File: config.mk
export PLATFORM = sky130hd
export DESIGN_NAME = gic_cell
export DESIGN_NICKNAME = d
export VERILOG_FILES = /design/src/gic_pkg.sv /design/src/gic_cell.sv
export SDC_FILE = /design/constraint.sdc
export NUM_CORES = 1
export LEC_CHECK = 0
export BUFFER_PORTS_ARGS = -buffer_cell sky130_fd_sc_hd__clkbuf_2
export CORE_MARGIN = 4
export CORE_UTILIZATION = 44
export DETAILED_ROUTE_END_ITERATION = 6
export PLACE_DENSITY = 0.77
export SLEW_MARGIN = 20
export SYNTH_ARGS = -nofsm -noshare
export SYNTH_HDL_FRONTEND = slang
export SYNTH_SLANG_ARGS = --single-unit
export TNS_END_PERCENT = 30
File: constraint.sdc
create_clock -name clk -period 4.5 [get_ports clk]
set_input_delay 0.225 -clock clk [delete_from_list [all_inputs] [get_ports clk]]
set_output_delay 0.225 -clock clk [all_outputs]
set_load 0.005 [all_outputs]
File: src/gic_pkg.sv
// ============================================================================
// gic_pkg
// Shared types and constants of the greedy interval cover block: sequencer
// states, configuration register indexes and the result count format.
// ============================================================================
package gic_pkg;

    // Configuration register indexes
    localparam logic REG_RANGE_START = 1'b0;
    localparam logic REG_RANGE_END   = 1'b1;

    // Result count format, saturating
    localparam int unsigned COUNT_W = 9;
    localparam logic [COUNT_W-1:0] COUNT_MAX = '1;

    // Cover sequencer states
    typedef enum logic [2:0] {
        ST_LOAD,
        ST_CHECK,
        ST_SCAN,
        ST_STEP,
        ST_DONE
    } state_t;

endpackage

File: src/gic_cell.sv
// ============================================================================
// gic_cell
// One cell of the interval chain. Holds one stored interval, passes it to the
// next cell while loading, and during a scan passes on the furthest reach seen
// so far, raised to its own end when its interval starts at or before the
// covered point.
// ============================================================================
module gic_cell
    import gic_pkg::*;
#(
    parameter int COORD_BITS = 16,
    parameter int CNT_W      = 9,
    parameter int IDX        = 0
)
(
    input  logic                  clk,
    input  logic                  shift_en,
    input  logic [COORD_BITS-1:0] start_in,
    input  logic [COORD_BITS-1:0] end_in,
    output logic [COORD_BITS-1:0] start_out,
    output logic [COORD_BITS-1:0] end_out,
    input  logic [CNT_W-1:0]      loaded_count,
    input  logic [COORD_BITS-1:0] covered,
    input  logic [COORD_BITS-1:0] reach_in,
    output logic [COORD_BITS-1:0] reach_out
);

    logic [COORD_BITS-1:0] start_reg;
    logic [COORD_BITS-1:0] end_reg;
    logic [COORD_BITS-1:0] reach_reg;
    logic [COORD_BITS-1:0] reach_next;
    logic                  occupied;

    // Cell holds a live interval when its place lies below the fill count
    assign occupied = (CNT_W'(IDX) < loaded_count);

    // Raise the reach when this interval applies and extends further
    always_comb
    begin
        if (occupied && (start_reg <= covered) && (end_reg > reach_in))
        begin
            reach_next = end_reg;
        end
        else
        begin
            reach_next = reach_in;
        end
    end

    // Shift the stored interval along the chain on each load transfer
    always_ff @(posedge clk)
    begin
        if (shift_en)
        begin
            start_reg <= start_in;
            end_reg   <= end_in;
        end
    end

    // Advance the reach wave one cell per cycle
    always_ff @(posedge clk)
    begin
        reach_reg <= reach_next;
    end

    assign start_out = start_reg;
    assign end_out   = end_reg;
    assign reach_out = reach_reg;

endmodule

* After elaboration in Yosys (flattened, before gate mapping) *
Index checks and enable logic that the tools add are counted.

storage, ports and cells
  flip-flop bits (word level) = 48
  word-level logic and storage cells = 9
  input port bits = 75

operators by class
  order comparisons = 3
  mux-type cells = 1
  reduce and logical (&&, ||, !) cells = 2

operators by type and width
  cell                                                       number
  greater-than comparator 16 bit                             1
  <= comparator 16 bit                                       1
  two-way mux 16 bit                                         1
  less-than comparator 1 x 9 -> 1 bit, first input constant  1
  logical AND 1 bit                                          2

* Logic depth before layout (Yosys ltp) *
  word-level depth = 4
  gate-level depth with buffers = 10

* Least setup slack after synthesis *
OpenSTA, ideal clock, no wires.

  path type = reg2reg
  start = register start_reg[14] (netlist: start_out[14])
  end = register reach_reg[10] (netlist: reach_out[10])
  arrival time = 2.216 ns
  setup slack = 2.163 ns
  clock period less this slack = 2.337 ns
  stages on the path, launching flop included = 10
  path buffers = 2
  cells stage by stage = edfxtp_1 ha_1 a21oi_1 nand2_1 a221o_1 o31ai_1 o311a_1 buf_6 buf_12 mux2_4

between the ends
  word-level cells in the longest chain between the ends = 4

ends and longest elaborated chain
  item                            RTL line        text
  from (decl)                     gic_cell.sv:28  logic [COORD_BITS-1:0] start_reg;
  from (signal assigned)          gic_cell.sv:55  start_reg <= start_in;
  <= comparator 16 bit            gic_cell.sv:40  if (occupied && (start_reg <= covered) && (end_reg > reach_in))
  logical AND 1 bit (2 in a row)  gic_cell.sv:40
  two-way mux 16 bit              gic_cell.sv:40
  via reach_next[10]              gic_cell.sv:31  logic [COORD_BITS-1:0] reach_next;
  to (signal assigned)            gic_cell.sv:63  reach_reg <= reach_next;
  to (decl)                       gic_cell.sv:30  logic [COORD_BITS-1:0] reach_reg;

The timed path passes the listed nets, and every way through them passes these cells.
A chain may end at the register's enable or synchronous reset.

* Worst setup path after layout *
  start = register start_reg[7] (netlist: start_out[7])
  end = register reach_reg[15] (netlist: reach_out[15])

The elaborated chain is that of the path after synthesis.

==> flow_summary.toml <==
[die]
initial_core_util = 0.4593
chipWidth_um = 81.25
design.core.area_mm2 = 0.005140
floorplan.die_area_mm2 = 0.006602
num_rows = 26
die_h_um = 81.25
design.portCount = 123

[yosys]
synth.largest_area_cell = "sky130_fd_sc_hd__edfxtp_1"
cell_area_after_synthesis_mm2 = 0.002361
post_synth.cell_area_avg_um2 = 12.97
postSynthRegisterBits = 48
yosysUniqueCellTypes = 29
post_synth_inst_count = 182
synth.top_cell.area_share = 0.4070
synthesis.nets = 289
synth-warning-count = 0
post_synth_main_area_contributors = "sky130_fd_sc_hd__edfxtp_1, sky130_fd_sc_hd__ha_1, sky130_fd_sc_hd__dfxtp_1, sky130_fd_sc_hd__mux2_4, sky130_fd_sc_hd__inv_1"
yosysSeqAreaShare = 0.5427

[placement]
placed_cells = 372
dpl.hpwl_mm = 4.399
io_buffer_count = 122
finalWeightedCongestion = 0.7671

[layout]
utilization = 0.6091
final-seq-area_mm2 = 0.001281
n_fill_cell = 457
num-nets-final = 416
area_taken_by_multi_input_logic_gates_um2 = 924.6
final_layout_size_suffix_gt1_frac = 0.4774
antenna_cells_inserted = 0
area.growth.synth_to_final_pct = 32.59
final_cell_count_no_fill = 380

[detailed_routing]
viasPerCell = 4.647
drt_first_pass_iters = 4
num_vias = 1766
post_detailed_route_drc_marker_count = 0
route.antenna.remaining_nets = 0
wl_per_cell_um = 13.63
route.final.wire_length_mm = 5.178
detailedRoute.firstIterationViolations = 53

[setup_path]
critical_path.endpoint_type = "flop"
cp_max_fo = 16
reg2reg_setup_slack_ns = 1.52
worstSetupPathType = "flop to flop"
critPathRequiredTime_ns = 4.68
worstSetupStartpointType = "flop"
worstPathArrival_ns = 3.15

[sta]
final_setup_violating_endpoints = 0
finalClockSkew_ns = 0.008428
final_max_slew_viol_count = 0
finalHoldViolations = 0
worst-slew-pin-transition_ns = 0.9518
maxSlewHeadroom = 0.3654
fmax_ghz = 0.3359
tns_ns = 0
unrepaired_setup_endpoints_after_global_routing = "false"
hold_ws_ns = 0.1056
layout_min_cycle_time_ns = 2.977
fin_crit_sh = 0.6615

[clock_network]
clock_h_tree_levels = 2
ctsHoldBuffers = 0
worst_setup_hold_path_clk_slew_ns = 0.09
clock_tree.buffer_depth = 2
cts_tree = "yes"
tritoncts_num_sinks = 48
cts_made_buffers = 5
insertion_delay_ns = 0.29
post_cts_buffers = 0
clock-root-buffer = "sky130_fd_sc_hd__clkbuf_8"
post_cts.resized_instances = 0

[global_routing]
grt_start_max_net_pins = 33
grt-ovfl-total = 0
grt_first_pass_wirelength_mm = 8.142
grt_antenna_before_repair = 0
grt_pass1_vias = 1809
groute.usage.overall = 0.1593

[power_and_ir_drop]
p_leak_nw = 1.624
peakVddDrop_v = 0.0001987
power_per_standard_cell_area_mw_per_mm2 = 327.5
finalPower_w = 0.001025

[flow_run]
cap_viol_max_count = 0

[status]
status = "finished, final reports clean"

[hold_path]
hold_class = "primary input to flop"
## layout by cell type, fill, tap and decap left out, types with 2 or more instances in the layout
| cell type | instances |
|---|---|
| sky130_fd_sc_hd__nand2_1 | 7 |
| sky130_fd_sc_hd__inv_1 | 33 |
| sky130_fd_sc_hd__ha_1 | 32 |
| sky130_fd_sc_hd__nor2b_1 | 2 |
| sky130_fd_sc_hd__edfxtp_1 | 32 |
| sky130_fd_sc_hd__a21oi_1 | 12 |
| sky130_fd_sc_hd__clkbuf_8 | 5 |
| sky130_fd_sc_hd__nor2_1 | 2 |
| sky130_fd_sc_hd__nor3_1 | 2 |
| sky130_fd_sc_hd__nand3_1 | 4 |
| sky130_fd_sc_hd__o211ai_1 | 2 |
| sky130_fd_sc_hd__nand4_1 | 6 |
| sky130_fd_sc_hd__o21ai_0 | 2 |
| sky130_fd_sc_hd__clkbuf_2 | 122 |
| sky130_fd_sc_hd__mux2_4 | 10 |
| sky130_fd_sc_hd__dfxtp_1 | 16 |
| sky130_fd_sc_hd__mux2_2 | 6 |
## flip-flops by register name, indices dropped and copies added (netlist names)
| name | count |
|---|---|
| end_out | 16 |
| reach_out | 16 |
| start_out | 16 |
## metrics by stage
step / setup slack [ns] / instance area, um2
floorplan: 2.163 / 2361
global placement: 1.606 / 3028
detailed placement: 1.524 / 3028
CTS: 1.500 / 3131
global route: 1.359 / 3131
finish: 1.523 / 3131
## layer usage
metal	up-vias	GRT usage	routed length, um
met5	-	0	0
met4	0	0.03378	47
met3	4	0.04213	339
met2	58	0.2882	2806
met1	797	0.1888	1985
li1	907	-	-
## report_power, final
part / internal [W] / switching, W
clock: 0.000143 / 0.000137
sequential: 0.000517 / 0.0000216
combinational: 0.000114 / 0.0000927
total: 0.000774 / 0.000251
## Yosys cell counts (all sizes together)
master and n:
nor2 2, or4 1, and4 1, a221o 1, nand4 6, nor2b 2
ha 32, a21o 2, dfxtp 16, o311a 1, nor4 2, edfxtp 32
o211ai 2, a21boi 1, a221oi 1, a21oi 12, nand2 7, o21ai 2
mux2 16, nor3 2, a2111oi 1, buf 2, o31ai 1, nand3 4
inv 33
## area by class of cell
cell class,count,share of cell area
clock buffer,7,0.03118
timing repair buffer,122,0.1950
sequential,48,0.4093
inverter,33,0.03957
clock inverter,1,0.001599
tap,70,0.02798
multi-input combinational,99,0.2954
## cell families (layout without fill, tap and decap cells)
logic type | count (synthesis) | count (layout) | share of synthesized area
AO/OA/AOI/OAI | 24 | 24 | 0.06678
AND/OR/NAND/NOR | 27 | 27 | 0.06307
adder cells (fa/ha/maj) | 32 | 32 | 0.1696
buffers and inverters | 35 | 163 | 0.06571
multiplexers | 16 | 16 | 0.09221
flip-flops | 48 | 48 | 0.5427
## final timing paths
check	cells after the start	start	endpoint
worst max-delay path	7	start_out[7]	reach_out[15]
worst min-delay path	1	end_in[8]	end_out[8]
worst max register to register	7	start_out[7]	reach_out[15]
worst min register to register	1	end_out[0]	reach_out[0]
## worst max-delay path, cell delays in order, from the launching register on
cell	delay, ns
sky130_fd_sc_hd__edfxtp_1	0.41
sky130_fd_sc_hd__ha_1	0.34
sky130_fd_sc_hd__a21oi_1	0.14
sky130_fd_sc_hd__o21ai_0	0.10
sky130_fd_sc_hd__a221o_1	0.33
sky130_fd_sc_hd__o31ai_1	0.28
sky130_fd_sc_hd__o311a_1	0.85
sky130_fd_sc_hd__mux2_2	0.41
Note: power is estimated with default switching activity, not from simulation.
